[config.mk]
export PLATFORM = sky130hd
export DESIGN_NAME = escape_sequence_decoder_core
export DESIGN_NICKNAME = d
export VERILOG_FILES = /design/src/rtl/esd_pkg.sv /design/src/rtl/esd_decode.sv /design/src/rtl/esd_run_buf.sv /design/src/rtl/escape_sequence_decoder_core.sv
export SDC_FILE = /design/constraint.sdc
export NUM_CORES = 1
export LEC_CHECK = 0
export BUFFER_PORTS_ARGS = -buffer_cell sky130_fd_sc_hd__buf_2
export CORE_MARGIN = 1
export CORE_UTILIZATION = 40
export CTS_CLUSTER_SIZE = 30
export DETAILED_ROUTE_END_ITERATION = 8
export PLACE_DENSITY_LB_ADDON = 0.1
export SLEW_MARGIN = 20
export SYNTH_ARGS = -nofsm -noshare
export SYNTH_HDL_FRONTEND = slang
export SYNTH_SLANG_ARGS = --single-unit
export TNS_END_PERCENT = 1
[constraint.sdc]
create_clock -name clk -period 3.91 [get_ports clk]
set_clock_uncertainty 0.2 [all_clocks]
set_input_delay 1.173 -clock clk [delete_from_list [all_inputs] [get_ports clk]]
set_output_delay 1.173 -clock clk [all_outputs]
set_load 0.05 [all_outputs]
[src/rtl/esd_pkg.sv]
// Shared types, character constants and helper functions for the escape
// sequence decoder. No dependencies.
`timescale 1ns / 1ps

package esd_pkg;

    // Decoder phase codes
    typedef enum logic [2:0] {
        PH_PLAIN = 3'd0,
        PH_BSL   = 3'd1,
        PH_HX1   = 3'd2,
        PH_HX2   = 3'd3,
        PH_PC1   = 3'd4,
        PH_PC2   = 3'd5,
        PH_COPY  = 3'd6
    } phase_t;

    localparam int unsigned RUN_MAX = 4;
    localparam int unsigned CNT_W   = 3;
    localparam int unsigned IDX_W   = 2;

    localparam logic [7:0] CH_NUL  = 8'h00;
    localparam logic [7:0] CH_BSL  = 8'h5C;
    localparam logic [7:0] CH_PCT  = 8'h25;
    localparam logic [7:0] CH_X    = 8'h78;
    localparam logic [7:0] CH_ZERO = 8'h30;

    // One decoded run: up to four bytes, count zero means nothing to send
    typedef struct packed {
        logic [CNT_W-1:0]           count;
        logic [RUN_MAX-1:0][7:0]    bytes;
    } run_t;

    // {valid, value} of a hex digit
    function automatic logic [4:0] hex_val(input logic [7:0] c);
        logic [7:0] d;
        begin
            d = 8'h00;
            if (c >= 8'h30 && c <= 8'h39)
            begin
                d = c - 8'h30;
                return {1'b1, d[3:0]};
            end
            else if (c >= 8'h41 && c <= 8'h46)
            begin
                d = c - 8'h37;
                return {1'b1, d[3:0]};
            end
            else if (c >= 8'h61 && c <= 8'h66)
            begin
                d = c - 8'h57;
                return {1'b1, d[3:0]};
            end
            return 5'd0;
        end
    endfunction

    // {valid, byte} of a single-character C escape
    function automatic logic [8:0] simple_esc(input logic [7:0] c);
        begin
            case (c)
                8'h27:   return {1'b1, 8'h27};
                8'h22:   return {1'b1, 8'h22};
                8'h3F:   return {1'b1, 8'h3F};
                8'h5C:   return {1'b1, 8'h5C};
                8'h61:   return {1'b1, 8'h07};
                8'h62:   return {1'b1, 8'h08};
                8'h66:   return {1'b1, 8'h0C};
                8'h6E:   return {1'b1, 8'h0A};
                8'h72:   return {1'b1, 8'h0D};
                8'h74:   return {1'b1, 8'h09};
                8'h76:   return {1'b1, 8'h0B};
                default: return 9'd0;
            endcase
        end
    endfunction

endpackage

[src/rtl/esd_decode.sv]
// Escape decoder: phase and held-digit registers plus the combinational
// decode of one source byte into a run of up to four bytes. Uses esd_pkg.
`timescale 1ns / 1ps

module esd_decode
(
    input  logic            clk,
    input  logic            rst_n,
    input  logic [7:0]      in_byte,
    input  logic            accept,
    input  logic            escape_style,
    output esd_pkg::run_t   run
);

    esd_pkg::phase_t phase_reg, phase_next;
    logic [7:0]      held_reg, held_next;

    logic [4:0]      hx_c, hx_h;
    logic [8:0]      smp;
    logic [7:0]      hval;
    logic            is_pct;
    logic [1:0]      base;

    // State registers
    always_ff @(posedge clk or negedge rst_n)
    begin
        if (!rst_n)
        begin
            phase_reg <= esd_pkg::PH_PLAIN;
            held_reg  <= 8'h00;
        end
        else if (accept)
        begin
            phase_reg <= phase_next;
            held_reg  <= held_next;
        end
    end

    // Decode of one byte
    always_comb
    begin
        hx_c   = esd_pkg::hex_val(in_byte);
        hx_h   = esd_pkg::hex_val(held_reg);
        smp    = esd_pkg::simple_esc(in_byte);
        hval   = {hx_h[3:0], hx_c[3:0]};
        is_pct = (phase_reg == esd_pkg::PH_PC1) || (phase_reg == esd_pkg::PH_PC2);
        // bytes taken by the escape introducer
        base   = is_pct ? 2'd1 : 2'd2;

        phase_next = esd_pkg::PH_PLAIN;
        held_next  = held_reg;
        run.count  = '0;
        run.bytes  = '0;

        // introducer prefix for hex escapes
        if (is_pct)
            run.bytes[0] = esd_pkg::CH_PCT;
        else
        begin
            run.bytes[0] = esd_pkg::CH_BSL;
            run.bytes[1] = esd_pkg::CH_X;
        end

        unique case (phase_reg)
            esd_pkg::PH_BSL:
            begin
                if (in_byte == esd_pkg::CH_NUL)
                begin
                    run.bytes[0] = esd_pkg::CH_BSL;
                    run.bytes[1] = esd_pkg::CH_NUL;
                    run.count    = 3'd2;
                    held_next    = 8'h00;
                end
                else if (smp[8])
                begin
                    run.bytes[0] = smp[7:0];
                    run.count    = 3'd1;
                end
                else if (in_byte == esd_pkg::CH_X)
                    phase_next = esd_pkg::PH_HX1;
                else
                begin
                    run.bytes[0] = esd_pkg::CH_BSL;
                    run.bytes[1] = in_byte;
                    run.count    = 3'd2;
                end
            end
            esd_pkg::PH_HX1,
            esd_pkg::PH_PC1:
            begin
                if (in_byte == esd_pkg::CH_NUL)
                begin
                    run.bytes[base] = esd_pkg::CH_NUL;
                    run.count       = {1'b0, base} + 3'd1;
                    held_next       = 8'h00;
                end
                else if (hx_c[4])
                begin
                    held_next  = in_byte;
                    phase_next = is_pct ? esd_pkg::PH_PC2 : esd_pkg::PH_HX2;
                end
                else
                begin
                    run.bytes[base] = in_byte;
                    run.count       = {1'b0, base} + 3'd1;
                    phase_next      = esd_pkg::PH_COPY;
                end
            end
            esd_pkg::PH_HX2,
            esd_pkg::PH_PC2:
            begin
                held_next = 8'h00;
                if (hx_h[4] && hx_c[4])
                begin
                    // a zero value comes out as backslash and '0'
                    if (hval == 8'h00)
                    begin
                        run.bytes[0] = esd_pkg::CH_BSL;
                        run.bytes[1] = esd_pkg::CH_ZERO;
                        run.count    = 3'd2;
                    end
                    else
                    begin
                        run.bytes[0] = hval;
                        run.count    = 3'd1;
                    end
                end
                else
                begin
                    // introducer, both digits; a NUL here is the terminator
                    run.bytes[base]        = held_reg;
                    run.bytes[base + 2'd1] = in_byte;
                    run.count              = {1'b0, base} + 3'd2;
                end
            end
            esd_pkg::PH_COPY:
            begin
                run.bytes[0] = in_byte;
                run.count    = 3'd1;
                if (in_byte == esd_pkg::CH_NUL)
                    held_next = 8'h00;
            end
            default:
            begin
                if (in_byte == esd_pkg::CH_NUL)
                begin
                    run.bytes[0] = esd_pkg::CH_NUL;
                    run.count    = 3'd1;
                    held_next    = 8'h00;
                end
                else if (!escape_style && in_byte == esd_pkg::CH_BSL)
                    phase_next = esd_pkg::PH_BSL;
                else if (escape_style && in_byte == esd_pkg::CH_PCT)
                    phase_next = esd_pkg::PH_PC1;
                else
                begin
                    run.bytes[0] = in_byte;
                    run.count    = 3'd1;
                end
            end
        endcase
    end

endmodule

[src/rtl/esd_run_buf.sv]
// Result register for one decoded run, sent out one byte per cycle while
// out_ready is high, with the last byte of the run flagged. Uses esd_pkg.
`timescale 1ns / 1ps

module esd_run_buf
(
    input  logic            clk,
    input  logic            rst_n,
    input  logic            load,
    input  esd_pkg::run_t   run,
    output logic            space,
    output logic            out_valid,
    input  logic            out_ready,
    output logic [7:0]      out_byte,
    output logic            out_last
);

    logic                                 valid_reg;
    logic [esd_pkg::CNT_W-1:0]            cnt_reg;
    logic [esd_pkg::IDX_W-1:0]            idx_reg;
    logic [esd_pkg::RUN_MAX-1:0][7:0]     bytes_reg;
    logic                                 done;

    assign out_valid = valid_reg;
    assign out_byte  = bytes_reg[idx_reg];
    assign out_last  = ({1'b0, idx_reg} + 3'd1) == cnt_reg;
    assign done      = valid_reg && out_ready && out_last;
    // free now, or the final byte leaves this cycle
    assign space     = !valid_reg || done;

    // Control: run valid and byte index
    always_ff @(posedge clk or negedge rst_n)
    begin
        if (!rst_n)
        begin
            valid_reg <= 1'b0;
            idx_reg   <= '0;
            cnt_reg   <= '0;
        end
        else if (load)
        begin
            valid_reg <= 1'b1;
            idx_reg   <= '0;
            cnt_reg   <= run.count;
        end
        else if (done)
            valid_reg <= 1'b0;
        else if (valid_reg && out_ready)
            idx_reg <= idx_reg + 2'd1;
    end

    // Payload
    always_ff @(posedge clk)
    begin
        if (load)
            bytes_reg <= run.bytes;
    end

endmodule

[src/rtl/escape_sequence_decoder_core.sv]
// Top level of the escape sequence decoder: configuration register,
// stream handshakes, decoder and output run buffer. Uses esd_pkg.
`timescale 1ns / 1ps

// Takes one string byte per item and returns the decoded bytes, one per
// output item, with tlast on the final byte caused by each input item. A
// zero byte ends the string and yields a zero terminator; escapes are C
// backslash style or percent-hex style, chosen by cfg_data (0 = C, 1 =
// percent), which the user must write only while the block is idle; the
// block does not enforce this. Rate: one input byte per cycle whenever
// each item yields at most one output byte and the output is not stalled;
// a larger item (up to four bytes) holds off the next input until the run
// buffer sends its last byte. Items that only open an escape emit nothing.
module escape_sequence_decoder_core
(
    input  logic        clk,
    input  logic        rst_n,
    input  logic        cfg_valid,
    output logic        cfg_ready,
    input  logic        cfg_data,        // [0] escape_style
    input  logic        s_axis_tvalid,
    output logic        s_axis_tready,
    input  logic [7:0]  s_axis_tdata,    // [7:0] in_byte
    output logic        m_axis_tvalid,
    input  logic        m_axis_tready,
    output logic [7:0]  m_axis_tdata,    // [7:0] out_byte
    output logic        m_axis_tlast     // run_last
);

    logic           escape_style_reg;
    logic           in_accept;
    logic           space;
    esd_pkg::run_t  run;

    // Configuration register
    assign cfg_ready = 1'b1;

    always_ff @(posedge clk or negedge rst_n)
    begin
        if (!rst_n)
            escape_style_reg <= 1'b0;
        else if (cfg_valid && cfg_ready)
            escape_style_reg <= cfg_data;
    end

    // Input handshake
    assign s_axis_tready = space;
    assign in_accept     = s_axis_tvalid && s_axis_tready;

    esd_decode u_decode
    (
        .clk          (clk),
        .rst_n        (rst_n),
        .in_byte      (s_axis_tdata),
        .accept       (in_accept),
        .escape_style (escape_style_reg),
        .run          (run)
    );

    esd_run_buf u_run_buf
    (
        .clk       (clk),
        .rst_n     (rst_n),
        .load      (in_accept && (run.count != '0)),
        .run       (run),
        .space     (space),
        .out_valid (m_axis_tvalid),
        .out_ready (m_axis_tready),
        .out_byte  (m_axis_tdata),
        .out_last  (m_axis_tlast)
    );

`ifndef SYNTHESIS
    // An input item is taken only when no run is pending or its end leaves now
    a_no_overrun: assert property (@(posedge clk) disable iff (!rst_n)
        in_accept |-> (!m_axis_tvalid || (m_axis_tready && m_axis_tlast)))
        else $error("input taken while a run is still pending");

    // A zero byte is only ever the terminator, which closes its run
    a_nul_is_last: assert property (@(posedge clk) disable iff (!rst_n)
        (m_axis_tvalid && m_axis_tdata == 8'h00) |-> m_axis_tlast)
        else $error("zero byte not at end of run");

    // A terminator input always produces output in the next cycle
    a_nul_emits: assert property (@(posedge clk) disable iff (!rst_n)
        (in_accept && s_axis_tdata == 8'h00) |=> m_axis_tvalid)
        else $error("terminator produced no output");
`endif

endmodule

**Yosys cells after proc, flatten, opt, wreduce, memory -nomap -nowiden**

Cells that the tools add are included.

- Add/sub/neg operators: 11
- $mul: 0
- Divide/modulo/power cells: 0
- $lt $le $gt $ge: 17
- Equality and inequality tests: 22
- Shifts and indexed selects: 0
- Muxes and demuxes: 71
- Bitwise operators: 2
- Reductions and logical operators: 30

Operator list:

| kind | number |
|---|---|
| 9-bit case mux with 11 select lines | 1 |
| 32-bit bitwise mux | 3 |
| 8-bit 2-to-1 mux | 12 |
| 8-bit by 7-bit == test with 1-bit output, second input constant | 9 |
| 35-bit 2-to-1 mux | 2 |
| 16-bit 2-to-1 mux | 4 |
| 5-bit 2-to-1 mux | 8 |
| 3-bit 2-to-1 mux | 13 |
| 15-bit by 32-bit bitwise AND with 32-bit output | 1 |
| 8-bit demux with 2-bit select | 2 |
| 8-bit by 6-bit == test with 1-bit output, second input constant | 4 |
| 8-bit by 7-bit >= comparator with 1-bit output, second input constant | 4 |
| 8-bit by 7-bit <= comparator with 1-bit output, second input constant | 4 |
| 32-bit NOT | 1 |
| 16-bit case mux with 2 select lines | 1 |
| 8-bit case mux with 4 select lines | 1 |
| 8-bit case mux with 3 select lines | 1 |
| 7-bit 2-to-1 mux | 3 |
| 8-bit binary-select mux with 2-bit select | 1 |
| 8-bit by 6-bit >= comparator with 1-bit output, second input constant | 2 |
| 8-bit by 6-bit <= comparator with 1-bit output, second input constant | 2 |
| 8-bit zero test | 2 |
| 8-bit case mux with 2 select lines | 1 |
| 4-bit by 3-bit subtractor with 4-bit output, second input constant | 4 |
| 25 further kinds | 67 |

- Register bits after elaboration: 50
- Latch bits: 0
- Memory bits (writable): 0
- ROM bits: 0
- Memories kept: 0

**Longest topological paths before layout**

Gate-level depths: netlist (run 1).

- Depth in word-level cells: 15
- Mapped depth: 12
- Gate-level depth less buffers: 9

**Hierarchy**

Synthesis (run 1) repeated with hierarchy kept, for this count alone.

- Cells, all modules: 408
- Area total of the unflattened synthesis: 3888.7 um^2

By module, submodules not included:

| module | instances | cells an instance | area each (um^2) |
|---|---|---|---|
| esd_decode | 1 | 326 | 2303.5 |
| esd_run_buf | 1 | 76 | 1521.5 |
| escape_sequence_decoder_core | 1 | 6 | 63.8 |

**Least setup slack after synthesis (run 1)**

Ideal clock, no wire load.

- Kind: input-to-reg
- Start: input s_axis_tdata[0]
- End: register u_run_buf.bytes_reg[0] (netlist name), enable pin
- Arrival time: 3.987 ns
- Required time: 3.149 ns
- Setup slack: -0.838 ns
- Stages: 11
- Buffers on the path: 2
- Path through: clkbuf_1 inv_1 ha_1 or3b_1 and3_1 clkbuf_1 o22ai_2 a211oi_2 nand2_1 o221a_2 nand3_1

- Longest elaborated chain between the ends: 12
- Elaborated cells on any way between the ends: 51
- Those cells by class: 3 x add/sub; 6 x order compare; 13 x eq/ne; 19 x mux; 10 x reduce/logical

RTL lines:

| item | RTL line | text |
|---|---|---|
| start: declaration | escape_sequence_decoder_core.sv:23 | `input logic [7:0] s_axis_tdata,` |
| 8-bit by 7-bit >= comparator with 1-bit output / 8-bit by 7-bit <= comparator with 1-bit output (equally long branches) | esd_pkg.sv:49 | `else if (c >= 8'h61 && c <= 8'h66)` |
| 1-bit logical AND | esd_pkg.sv:49 |  |
| 1-bit 2-to-1 mux | esd_pkg.sv:49 |  |
| 1-bit 2-to-1 mux | esd_pkg.sv:44 | `else if (c >= 8'h41 && c <= 8'h46)` |
| 1-bit 2-to-1 mux | esd_pkg.sv:39 | `if (c >= 8'h30 && c <= 8'h39)` |
| 5-bit 2-to-1 mux | esd_pkg.sv:54 | `return 5'd0;` |
| 8-bit zero test | esd_decode.sv:116 | `if (hval == 8'h00)` |
| 2-bit 2-to-1 mux | esd_decode.sv:116 |  |
| 3-bit 2-to-1 mux | esd_decode.sv:113 | `if (hx_h[4] && hx_c[4])` |
| 3-bit case mux with 4 select lines (*) | esd_decode.sv:64 | `unique case (phase_reg)` |
| 3-bit nonzero test (*) | escape_sequence_decoder_core.sv:64 | `.load (in_accept && (run.count != '0)),` |
| 1-bit logical AND (*) | escape_sequence_decoder_core.sv:64 |  |
| net u_run_buf.load | esd_run_buf.sv:9 | `input logic load,` |
| end signal: assignment | esd_run_buf.sv:56 | `bytes_reg <= run.bytes;` |
| end: declaration | esd_run_buf.sv:21 | `logic [esd_pkg::RUN_MAX-1:0][7:0] bytes_reg;` |

Mark *: on every way through the listed nets, which the timed path passes. The rest lies on a longest branch. The select of a mux whose other input is x is not followed.
A chain may end at the register's enable or synchronous reset.

==> results by group, run 1 <==
Yosys
  • Largest family of logic cells by synthesized area: compound AO/OA/AOI/OAI gates
  • Average instance area after synthesis: 9.785 um^2
  • Synthesized Nets: 384
  • Simple-gate portion of the synthesized area: 20.52%
  • Synth Flop Type: sky130_fd_sc_hd__edfxtp_1
  • Number of enable-type register cells in the synthesized netlist: 32
  • Number of cells produced by synthesis: 362
  • Number of synthesis warnings: 0
  • Number of register bits inferred by synthesis: 50
  • Post-synthesis mux area share: 5.970%
  • Sequential area share after synthesis: 39.84%
  • Fraction of synthesized cell area in xor and xnor cells: 2.225%
  • Synth Cell Area: 3542 um^2
  • Number of unique standard cell types used by synthesis: 77
  • Post-synth ARST share: 36.00%
  • Compound-Gate Fraction of Synth Area: 24.09%
  • Adder and majority cell fraction of the synthesized area: 2.826%

Route
  • Number of design rule violations left after detail routing: 0
  • Post-detailed-route wirelength per cell: 20.66 um
  • Total Routed Length: 10620 um
  • DR iter-0 viols: 241
  • Detailed-router iteration count before antenna repair: 6
  • Per-cell via count in the routed design: 6.208
  • Number of routed nets with antenna violations: 0
  • DR vias: 3191

CTS
  • Number of gates resized after CTS: 0
  • Inserted Clock Buffers: 5
  • Clock tree from TritonCTS: built
  • Library cell used as clock root buffer: sky130_fd_sc_hd__clkbuf_8
  • Clock Sink Count: 50
  • Cts hold-fix bufs: 0
  • Worst-Skew Late Latency: 300 ps
  • Clock edge transition at the registers on the reported setup and hold paths: 90 ps
  • H-tree levels: 2
  • # Post-CTS Setup Buffers: 0
  • Maximum number of buffers from clock root to sink: 2

Critical path
  • Largest stage delay, worst path: 420 ps
  • Slowest CP cell: sky130_fd_sc_hd__or3_1
  • Highest net fanout along the worst path: 6
  • CP bufs+invs: 3
  • Startpoint type of the worst setup path: primary input
  • Crit path cell chain: buf_2, inv_1, ha_2, nand4b_1, or3_1, o21ai_2, buf_4, nor3_1, a21o_1, o21ai_0, o311ai_0
  • Data required time of the critical path: 3680 ps
  • Critical Path End Type: flop
  • Crit path kind: primary input to flop
  • CP Data Arrival Time: 3320 ps
  • Cell type group with the largest total delay on the critical path: compound AO/OA/AOI/OAI gates

Place
  • Dpl hpwl: 8323 um
  • Pre-CTS setup slack: 64.05 ps
  • Global placement routability congestion: 0.9846
  • IO Port Bufs: 24

Finish
  • Largest register FFs: 32
  • Final layout net count: 430
  • Number of inserted diodes: 0
  • Area growth, synth to finish: 16.99%
  • Multi-input combinational cell area: 2021 um^2
  • Share of final-layout standard cells stronger than drive strength 1: 25.92%
  • Fill cell count: 793
  • Fraction of the core area covered by cells at the end of the flow: 49.44%
  • FF/Latch Area: 1411 um^2

STA
  • Fin worst setup slack: 352.6 ps
  • Final sum of negative setup slack: 0 ps
  • Pins over their slew limit: 0
  • Max-Slew Margin vs Limit: 40.35%
  • Setup violation total in the final timing report: 0
  • Crit path time final: 3557 ps
  • Worst slack on hold paths: 348.6 ps
  • Worst Tran Pin Value: 880.8 ps
  • Final period utilization: 90.98%
  • Maximum operating frequency: 281.1 MHz
  • Setup repair after global routing missed its margin: no
  • Number of hold violations in the final report: 0

Global route
  • Total global routing overflow: 0
  • Total routing usage reported by global routing: 24.92%
  • Global-route wire length before repair: 16800 um
  • Pin count of the biggest net entering global routing: 25
  • Number of global-route vias before repair: 2984
  • Antenna violations before repair: 1

Floorplan
  • Number of primary I/O pins: 26
  • Placeable core region: 8382 um^2
  • Starting density of the core: 42.26%
  • Die Wd: 96.10 um
  • FP Rows: 33
  • Floorplan die height: 96.10 um
  • Die ar.: 9235 um^2

Pwr
  • Power density over cell area: 758.9 nW/um^2
  • Total chip power: 3.145 mW
  • Peak supply drop: 288.3 uV
  • Leak pwr: 1.594 nW

Job
  • Maximum capacitance violations: 0

Run status
  • Outcome: completed

Worst hold path
  • Type of the worst min-delay path: flop to flop
path summary, 6_finish.rpt:
path / slack (ps) / cells after the start / from / end
max in group asynchronous: 2590 / 1 / rst_n / u_run_buf.idx_reg[0]$_DFFE_PN0P_
min: 350 / 2 / u_decode.held_reg[5]$_DFFE_PN0P_ / u_decode.held_reg[5]$_DFFE_PN0P_
max: 350 / 11 / s_axis_tdata[0] / u_run_buf.bytes_reg[1]$_DFFE_PP_
min in group asynchronous: 610 / 1 / rst_n / u_decode.held_reg[0]$_DFFE_PN0P_
max reg2reg: 770 / 7 / u_decode.held_reg[3]$_DFFE_PN0P_ / u_run_buf.bytes_reg[6]$_DFFE_PP_
min reg2reg: 350 / 2 / u_decode.held_reg[5]$_DFFE_PN0P_ / u_decode.held_reg[5]$_DFFE_PN0P_
per-stage QoR:
stage / cells / instance area (um^2)
6_report: 514 / 4144
5_1_grt: 514 / 4144
4_1_cts: 514 / 4144
3_5_place_dp: 506 / 4034
3_3_place_gp: 506 / 4034
2_1_floorplan: 362 / 3590
cells in the mapped netlist (3+ instances only):
library cell | n | area, um^2
sky130_fd_sc_hd__a21o_1 | 6 | 45.04
sky130_fd_sc_hd__a21oi_1 | 19 | 95.09
sky130_fd_sc_hd__a221o_1 | 3 | 30.03
sky130_fd_sc_hd__a22o_1 | 9 | 78.83
sky130_fd_sc_hd__a31oi_1 | 3 | 18.77
sky130_fd_sc_hd__and2_1 | 9 | 56.30
sky130_fd_sc_hd__and3_1 | 4 | 25.02
sky130_fd_sc_hd__buf_2 | 5 | 25.02
sky130_fd_sc_hd__clkbuf_1 | 16 | 60.06
sky130_fd_sc_hd__dfrtp_1 | 18 | 450.4
sky130_fd_sc_hd__edfxtp_1 | 32 | 960.9
sky130_fd_sc_hd__ha_1 | 8 | 100.1
sky130_fd_sc_hd__inv_1 | 11 | 41.29
sky130_fd_sc_hd__mux4_2 | 8 | 180.2
sky130_fd_sc_hd__nand2_1 | 40 | 150.1
sky130_fd_sc_hd__nand2b_1 | 5 | 31.28
sky130_fd_sc_hd__nand3_1 | 8 | 40.04
sky130_fd_sc_hd__nand4_1 | 5 | 31.28
sky130_fd_sc_hd__nor2_1 | 13 | 48.80
sky130_fd_sc_hd__nor3_1 | 13 | 65.06
sky130_fd_sc_hd__nor3b_1 | 4 | 30.03
sky130_fd_sc_hd__nor4_1 | 5 | 31.28
sky130_fd_sc_hd__o21ai_0 | 23 | 115.1
sky130_fd_sc_hd__o22ai_1 | 6 | 37.54
sky130_fd_sc_hd__o311ai_0 | 4 | 35.03
sky130_fd_sc_hd__o31ai_1 | 4 | 30.03
sky130_fd_sc_hd__o32ai_1 | 3 | 26.28
sky130_fd_sc_hd__or3_1 | 3 | 18.77
sky130_fd_sc_hd__xnor2_1 | 6 | 52.55
sky130_fd_sc_hd__xor2_1 | 3 | 26.28
layout by cell type, fill, tap and decap left out, types with 6 or more instances in the layout:
cell | Yosys | final
sky130_fd_sc_hd__nand2_1 | 40 | 39
sky130_fd_sc_hd__buf_4 | 2 | 38
sky130_fd_sc_hd__edfxtp_1 | 32 | 32
sky130_fd_sc_hd__buf_2 | 5 | 24
sky130_fd_sc_hd__o21ai_0 | 23 | 23
sky130_fd_sc_hd__a21oi_1 | 19 | 19
sky130_fd_sc_hd__dfrtp_1 | 18 | 18
sky130_fd_sc_hd__nor3_1 | 13 | 12
sky130_fd_sc_hd__nor2_1 | 13 | 12
sky130_fd_sc_hd__inv_1 | 11 | 11
sky130_fd_sc_hd__and2_1 | 9 | 9
sky130_fd_sc_hd__a22o_1 | 9 | 9
sky130_fd_sc_hd__mux4_2 | 8 | 8
sky130_fd_sc_hd__nand3_1 | 8 | 7
sky130_fd_sc_hd__ha_1 | 8 | 7
sky130_fd_sc_hd__xnor2_1 | 6 | 6
sky130_fd_sc_hd__a21o_1 | 6 | 6
sky130_fd_sc_hd__o22ai_1 | 6 | 6
cells by family after synthesis:
| family | count (synthesis) |
|---|---|
| compound gates | 116 |
| xor+xnor | 9 |
| fa+ha+maj | 8 |
| buf+inv | 36 |
| flops | 50 |
| mux | 11 |
| other cells | 1 |
| simple gates | 131 |
final cells by class:
class                   count  area share [%]
flip-flops and latches     50           34.06
inverters                  12           1.087
multi-input cells         276           48.76
repair buffers             63           10.27
clock inverters             2          0.9058
clock buffers               6           1.751
well taps                 105           3.170
per-layer routing:
metal | part of all wire, % | routed length, um | global-route usage, %
met5 | 0.12 | 13 | 0
met4 | 2.5 | 262 | 7.960
met3 | 5.4 | 572 | 3.555
met2 | 47 | 5043 | 41.13
met1 | 45 | 4727 | 33.55
worst reg2reg max path, stage by stage, from the launching register on:
cell,delay [ps]
sky130_fd_sc_hd__dfrtp_1,500
sky130_fd_sc_hd__or4b_4,590
sky130_fd_sc_hd__a311oi_2,420
sky130_fd_sc_hd__o22ai_4,180
sky130_fd_sc_hd__nand2b_1,260
sky130_fd_sc_hd__buf_4,180
sky130_fd_sc_hd__a211o_1,230
sky130_fd_sc_hd__a221o_1,350
where the power goes:
group | total [mW] | internal (mW) | switching, mW
clock network | 0.361 | 0.191 | 0.170
logic | 1.75 | 0.630 | 1.12
registers | 1.03 | 0.853 | 0.179
total | 3.14 | 1.67 | 1.47
(Power assumes the default switching activity.)
==> inputs of run 2 (changes only) <==
--- a/config.mk
+++ b/config.mk
@@ -7,12 +7,13 @@
 export LEC_CHECK = 0
 export BUFFER_PORTS_ARGS = -buffer_cell sky130_fd_sc_hd__buf_2
 export CORE_MARGIN = 1
-export CORE_UTILIZATION = 40
+export CORE_UTILIZATION = 55
 export CTS_CLUSTER_SIZE = 30
 export DETAILED_ROUTE_END_ITERATION = 8
 export PLACE_DENSITY_LB_ADDON = 0.1
 export SLEW_MARGIN = 20
 export SYNTH_ARGS = -nofsm -noshare
 export SYNTH_HDL_FRONTEND = slang
+export SYNTH_HIERARCHICAL = 1
 export SYNTH_SLANG_ARGS = --single-unit
 export TNS_END_PERCENT = 1
==> results by group, run 2 <==
Run status
  • Outcome: finished with violations
  • Violations in the final reports: design-rule violations

Route
  • Number of design rule violations left after detail routing: 6
  • Post-detailed-route wirelength per cell: 20.52 um
  • Number of routed nets with antenna violations: 0
  • Total Routed Length: 11610 um
  • DR iter-0 viols: 477
  • Per-cell via count in the routed design: 6.489
  • Detailed-router iteration count before antenna repair: 9
  • DR vias: 3673

Yosys
  • Synthesized Nets: 431
  • Post-synth ARST share: 36.00%
  • Average instance area after synthesis: 9.531 um^2
  • Number of register bits inferred by synthesis: 50
  • Number of unique standard cell types used by synthesis: 81
  • Post-synth top area cell: sky130_fd_sc_hd__edfxtp_1
  • Top cell type's share of synthesized area: 24.71%
  • Number of synthesis warnings: 6
  • Synth Cell Area: 3889 um^2
  • Most frequent cell after synthesis: sky130_fd_sc_hd__nand2_1
  • Sequential area share after synthesis: 36.29%
  • Number of cells produced by synthesis: 408
  • Area contributors post-synth: sky130_fd_sc_hd__edfxtp_1 25%, sky130_fd_sc_hd__dfrtp_1 12%, sky130_fd_sc_hd__mux4_2 4.6%
  • Synth Flop Type: sky130_fd_sc_hd__edfxtp_1
  • List of most frequent post-synthesis cells: 38 x sky130_fd_sc_hd__nand2_1, 32 x sky130_fd_sc_hd__edfxtp_1, 30 x sky130_fd_sc_hd__o21ai_0
  • Number of enable-type register cells in the synthesized netlist: 32

CTS
  • Clock edge transition at the registers on the reported setup and hold paths: 100 ps
  • Worst-Skew Late Latency: 300 ps
  • Cts hold-fix bufs: 0
  • H-tree levels: 2
  • Inserted Clock Buffers: 5
  • Clock tree from TritonCTS: built
  • Maximum number of buffers from clock root to sink: 2
  • Library cell used as clock root buffer: sky130_fd_sc_hd__clkbuf_8
  • Clock Sink Count: 50

Place
  • Pre-CTS setup slack: -56.44 ps
  • IO Port Bufs: 24
  • Global placement routability congestion: 1.024
  • Placement-stage cell area: 4496 um^2
  • Number of cells in the design after placement: 558
  • Dpl hpwl: 9103 um

STA
  • Max-Slew Margin vs Limit: 62.26%
  • Number of hold violations in the final report: 0
  • Maximum operating frequency: 267.2 MHz
  • Final sum of negative setup slack: 0 ps
  • Setup violation total in the final timing report: 0
  • Worst Tran Pin Value: 566.1 ps
  • Crit path time final: 3742 ps
  • Final period utilization: 95.71%
  • Setup repair after global routing missed its margin: no
  • Pins over their slew limit: 0
  • Fin worst setup slack: 167.7 ps

Floorplan
  • Die ar.: 7411 um^2
  • Number of primary I/O pins: 26
  • FP Rows: 30
  • Placeable core region: 6794 um^2
  • Starting density of the core: 57.24%
  • Floorplan die height: 86.09 um
  • Die Wd: 86.09 um

Job
  • Maximum capacitance violations: 0

Global route
  • Global-route wire length before repair: 17910 um
  • Pin count of the biggest net entering global routing: 31
  • Antenna violations before repair: 1
  • Most used routing layer: met2
  • Fraction of met3 tracks used by global routing: 4.139%
  • Global routing usage on met2: 53.17%
  • Total global routing overflow: 0
  • Number of global-route vias before repair: 3391
  • Total routing usage reported by global routing: 31.80%
  • Met1 Resource Use GR: 42.67%

Finish
  • Final non-filler cell area: 4616 um^2
  • FF/Latch Area: 1411 um^2
  • Leading cell type in the layout, fill and taps excluded: sky130_fd_sc_hd__buf_4
  • Share of final-layout standard cells stronger than drive strength 1: 30.00%
  • Final layout net count: 492
  • Non-filler instance count after layout: 566
  • Number of inserted diodes: 0
  • Multi-input combinational cell area: 2335 um^2
  • Top library cells by usage in the layout, fill and taps aside: 60 x sky130_fd_sc_hd__buf_4, 38 x sky130_fd_sc_hd__nand2_1, 32 x sky130_fd_sc_hd__edfxtp_1
  • Largest register FFs: 32
  • Area growth, synth to finish: 18.69%
  • Fill cell count: 531

Critical path
  • Capturing point of the worst reg2reg path: u_run_buf/idx_reg[0]$_DFFE_PN0P_
  • Crit. Startpoint: s_axis_tdata[0]
  • Critical Path End Type: flop
  • Data required time of the critical path: 3950 ps
  • Reg-to-reg setup timing slack: 220 ps
  • Critical Path Sink: u_run_buf/idx_reg[0]$_DFFE_PN0P_
  • Highest net fanout along the worst path: 8
  • Crit path kind: primary input to flop
  • RR Startpoint: u_decode/held_reg[0]$_DFFE_PN0P_
  • CP Data Arrival Time: 3780 ps
  • Depth of the most critical reg-to-reg path: 12
  • Startpoint type of the worst setup path: primary input

Worst hold path
  • Type of the worst min-delay path: flop to flop
  • Number of cells on the worst hold path: 2

Pwr
  • Power density over cell area: 782.9 nW/um^2
  • Total chip power: 3.613 mW
  • Peak supply drop: 284.7 uV
  • Leak pwr: 1.798 nW
-- run 2: cell type report --
class | count | share of cell area [%]
tap | 96 | 2.602
sequential | 50 | 30.58
clock inverter | 3 | 0.9488
timing repair buffer | 85 | 12.79
inverter | 9 | 1.003
multi-input combinational | 318 | 50.58
clock buffer | 5 | 1.491
-- run 2: worst min-delay path by stage --
stage	from	endpoint
2_1_floorplan	u_decode/held_reg[6]$_DFFE_PN0P_	u_decode/held_reg[6]$_DFFE_PN0P_
3_3_place_gp	u_decode/held_reg[5]$_DFFE_PN0P_	u_decode/held_reg[5]$_DFFE_PN0P_
3_5_place_dp	u_decode/held_reg[5]$_DFFE_PN0P_	u_decode/held_reg[5]$_DFFE_PN0P_
4_1_cts	u_decode/held_reg[5]$_DFFE_PN0P_	u_decode/held_reg[5]$_DFFE_PN0P_
5_1_grt	u_decode/held_reg[5]$_DFFE_PN0P_	u_decode/held_reg[5]$_DFFE_PN0P_
6_report	u_decode/held_reg[5]$_DFFE_PN0P_	u_decode/held_reg[5]$_DFFE_PN0P_
-- run 2: repair_timing --
item                                    CTS  global route
endpoints found under the hold margin     0             0
endpoints found under the setup margin    0             1
setup buffers                             0             0
gates resized for setup                   0             1
-- run 2: logic make-up (layout without fill, tap and decap cells) --
| kind of cell | count (synthesis) | in the layout | synth area share (%) |
|---|---|---|---|
| and+or+nand+nor | 155 | 155 | 23.04 |
| AOI/OAI and AO/OA | 129 | 129 | 23.10 |
| DFF | 50 | 50 | 36.29 |
| buffers and inverters | 40 | 102 | 5.984 |
| muxes | 14 | 14 | 6.338 |
| xor gates and xnor gates | 10 | 10 | 2.252 |
| adders and majority gates | 9 | 9 | 2.896 |
| other | 1 | 1 | 0.09643 |
-- run 2: critical path, stage by stage --
cell	delay, ps
sky130_fd_sc_hd__buf_2	170
sky130_fd_sc_hd__inv_8	80
sky130_fd_sc_hd__ha_1	240
sky130_fd_sc_hd__nand4bb_1	260
sky130_fd_sc_hd__o21a_1	280
sky130_fd_sc_hd__o21ai_0	220
sky130_fd_sc_hd__a211oi_1	100
sky130_fd_sc_hd__a211o_1	310
sky130_fd_sc_hd__o311a_4	420
sky130_fd_sc_hd__and4bb_2	330
sky130_fd_sc_hd__a22oi_1	90
sky130_fd_sc_hd__nand3_1	90
-- run 2: power by group --
| group | switching (mW) | internal [mW] |
|---|---|---|
| clock | 0.173 | 0.192 |
| sequential | 0.183 | 0.838 |
| combinational | 1.41 | 0.815 |
| total | 1.77 | 1.84 |
-- run 2: metrics by stage --
stage | util (%) | hold WS [ps]
CTS | 67.83 | 396.9
global route | 67.94 | 426.2
floorplan | - | 299.3
global placement | 66.17 | 339.1
finish | 67.94 | 405.2
detailed placement | 66.17 | 356.1
-- run 2: per-layer routing --
metal  share of wire [%]  vias up
met5                   0        -
met1                  41     1756
met4                 3.1        0
met2                  49      194
met3                 7.3       34
li1                    -     1689
==> inputs of run 3 (changes only) <==
--- a/config.mk
+++ b/config.mk
@@ -5,6 +5,7 @@
 export SDC_FILE = /design/constraint.sdc
 export NUM_CORES = 1
 export LEC_CHECK = 0
+export ABC_CLOCK_PERIOD_IN_PS = 3310
 export BUFFER_PORTS_ARGS = -buffer_cell sky130_fd_sc_hd__buf_2
 export CORE_MARGIN = 1
 export CORE_UTILIZATION = 55
==> constraint.sdc (replaced) <==
create_clock -name clk -period 3.31 [get_ports clk]
set_clock_uncertainty 0.2 [all_clocks]
set_input_delay 0.993 -clock clk [delete_from_list [all_inputs] [get_ports clk]]
set_output_delay 0.993 -clock clk [all_outputs]
set_load 0.05 [all_outputs]
==> results by group, run 3 (synthesized netlist as in run 2, its figures left out) <==
STA
  • Pins over their slew limit: 0
  • Setup repair after global routing missed its margin: yes
  • Maximum operating frequency: 297.8 MHz
  • Number of hold violations in the final report: 0
  • Crit path time final: 3358 ps
  • Final period utilization: 101.4%
  • Fin worst setup slack: -47.77 ps
  • Worst Tran Pin Value: 492.4 ps
  • Max-Slew Margin vs Limit: 66.87%
  • Final sum of negative setup slack: -108.1 ps
  • Setup violation total in the final timing report: 3

Floorplan
  • Starting density of the core: 57.24%
  • FP Rows: 30
  • Die Wd: 86.09 um
  • Floorplan die height: 86.09 um
  • Placeable core region: 6794 um^2
  • Die ar.: 7411 um^2
  • Number of primary I/O pins: 26

CTS
  • Worst-Skew Late Latency: 310 ps
  • Clock tree from TritonCTS: built
  • Maximum number of buffers from clock root to sink: 2
  • Cts hold-fix bufs: 0
  • Inserted Clock Buffers: 5
  • H-tree levels: 2
  • Clock Sink Count: 50
  • Library cell used as clock root buffer: sky130_fd_sc_hd__clkbuf_8
  • Clock edge transition at the registers on the reported setup and hold paths: 90 ps

Global route
  • Fraction of met3 tracks used by global routing: 4.620%
  • Pin count of the biggest net entering global routing: 33
  • Global routing usage on met2: 54.98%
  • Met1 Resource Use GR: 42.95%
  • Total global routing overflow: 0
  • Global-route wire length before repair: 18520 um
  • Most used routing layer: met2
  • Number of global-route vias before repair: 3603
  • Antenna violations before repair: 0
  • Total routing usage reported by global routing: 33.05%

Critical path
  • Slowest CP cell: sky130_fd_sc_hd__o311a_4
  • Highest net fanout along the worst path: 6
  • Crit path cell chain: buf_12, inv_8, ha_4, nor3b_2, and4bb_4, nor2_4, nor2_4, a41oi_2, a211o_1, o311a_4, and4bb_2, a22oi_2, nand3_1
  • Crit path kind: primary input to flop
  • Cell type group with the largest total delay on the critical path: simple AND/OR/NAND/NOR gates
  • Data required time of the critical path: 3350 ps
  • Startpoint type of the worst setup path: primary input
  • CP Data Arrival Time: 3400 ps
  • Largest stage delay, worst path: 400 ps
  • Most common cell type on the critical path: sky130_fd_sc_hd__nor2_4
  • Critical Path End Type: flop
  • CP bufs+invs: 2

Finish
  • Share of final-layout standard cells stronger than drive strength 1: 39.15%
  • Number of inserted diodes: 0
  • Leading cell type in the layout, fill and taps excluded: sky130_fd_sc_hd__buf_4
  • Area growth, synth to finish: 29.63%
  • Multi-input combinational cell area: 2415 um^2
  • Final layout net count: 538
  • Fraction of the core area covered by cells at the end of the flow: 74.20%
  • Largest register FFs: 32
  • Fill cell count: 492
  • FF/Latch Area: 1411 um^2
  • Top library cells by usage in the layout, fill and taps aside: 104 x sky130_fd_sc_hd__buf_4, 38 x sky130_fd_sc_hd__nand2_1, 32 x sky130_fd_sc_hd__edfxtp_1

Place
  • IO Port Bufs: 24
  • Dpl hpwl: 9207 um
  • Pre-CTS setup slack: -585.0 ps
  • Global placement routability congestion: 1.020

Run status
  • Violations in the final reports: negative setup slack
  • Outcome: finished with violations

Pwr
  • Combinational power share: 66.2%
  • Relative contribution of the clock network to total power: 8.3%
  • Power density over cell area: 868.0 nW/um^2
  • Switching portion of total power: 48.71%
  • Peak supply drop: 282.6 uV
  • Fraction of power consumed by sequential logic: 25.5%
  • Internal power consumption: 2.244 mW
  • Switching power: 2.131 mW
  • Leak pwr: 2.025 nW

Route
  • Number of routed nets with antenna violations: 0
  • DR vias: 3851
  • Detailed-router iteration count before antenna repair: 5
  • Number of design rule violations left after detail routing: 0
  • DR iter-0 viols: 518
  • Per-cell via count in the routed design: 6.292
  • Total Routed Length: 12000 um
  • Post-detailed-route wirelength per cell: 19.61 um

Job
  • Maximum capacitance violations: 0

Worst hold path
  • Type of the worst min-delay path: flop to flop
[run 3: cell types whose count changed in the layout (fill, tap and decap cells not counted), moves of 3 or more]
cell	previous run	this run
sky130_fd_sc_hd__buf_6	0	4
sky130_fd_sc_hd__o21ai_0	30	26
sky130_fd_sc_hd__a21oi_2	2	5
sky130_fd_sc_hd__buf_2	24	21
sky130_fd_sc_hd__buf_4	60	104
sky130_fd_sc_hd__o21ai_1	3	7
[run 3: repair_timing]
item	in CTS	in global routing
endpoints found under the setup margin	38	40
pin swaps	12	10
resized for setup	14	18
buffers inserted	6	4
[run 3: layout make-up]
type                            instances  area share [%]
Clock inverter                          3          0.4219
Sequential cell                        50           28.00
Clock buffer                            5           1.365
Multi-Input combinational cell        318           47.90
Timing Repair Buffer                  131           19.01
Tap cell                               96           2.383
Inverter                                9          0.9183
[run 3: metal layers]
layer | part of all wire, % | vias up | wire length, um
met4 | 4.2 | 0 | 504
met1 | 40 | 1816 | 4785
li1 | - | 1776 | -
met5 | 0 | - | 0
met3 | 8.6 | 41 | 1036
met2 | 47 | 218 | 5676
[run 3: worst paths after layout]
| path | end | startpoint | slack [ps] | cells past startpoint |
|---|---|---|---|---|
| min | u_decode/held_reg[7]$_DFFE_PN0P_ | u_decode/held_reg[7]$_DFFE_PN0P_ | 380 | 1 |
| min in group asynchronous | u_run_buf/cnt_reg[2]$_DFFE_PN0P_ | rst_n | 430 | 1 |
| max | u_run_buf/idx_reg[0]$_DFFE_PN0P_ | s_axis_tdata[0] | -50 | 13 |
| max reg2reg | u_run_buf/idx_reg[0]$_DFFE_PN0P_ | u_decode/held_reg[0]$_DFFE_PN0P_ | 0 | 12 |
| min reg2reg | u_decode/held_reg[7]$_DFFE_PN0P_ | u_decode/held_reg[7]$_DFFE_PN0P_ | 380 | 1 |
| max in group asynchronous | u_decode/held_reg[7]$_DFFE_PN0P_ | rst_n | 2140 | 1 |
[run 3: stage by stage]
| stage | cells | total power, mW | hold slack [ps] | cell area, um^2 |
|---|---|---|---|---|
| 2_1_floorplan | 408 | 3.056 | 299.3 | 4025 |
| 3_3_place_gp | 594 | 3.817 | 331.2 | 4753 |
| 3_5_place_dp | 594 | 3.875 | 348.3 | 4753 |
| 4_1_cts | 608 | 4.272 | 372.6 | 4933 |
| 5_1_grt | 612 | 4.603 | 399.9 | 5041 |
| 6_report | 612 | 4.376 | 376.0 | 5041 |
[run 3: power by group through the flow]
stage	sequential, mW	combinational, mW	clock (mW)
global route	1.14	3.08	0.389
detailed placement	1.13	2.75	0
floorplan	1.12	1.94	0
finish	1.12	2.90	0.361
CTS	1.11	2.79	0.369
global placement	1.11	2.71	0
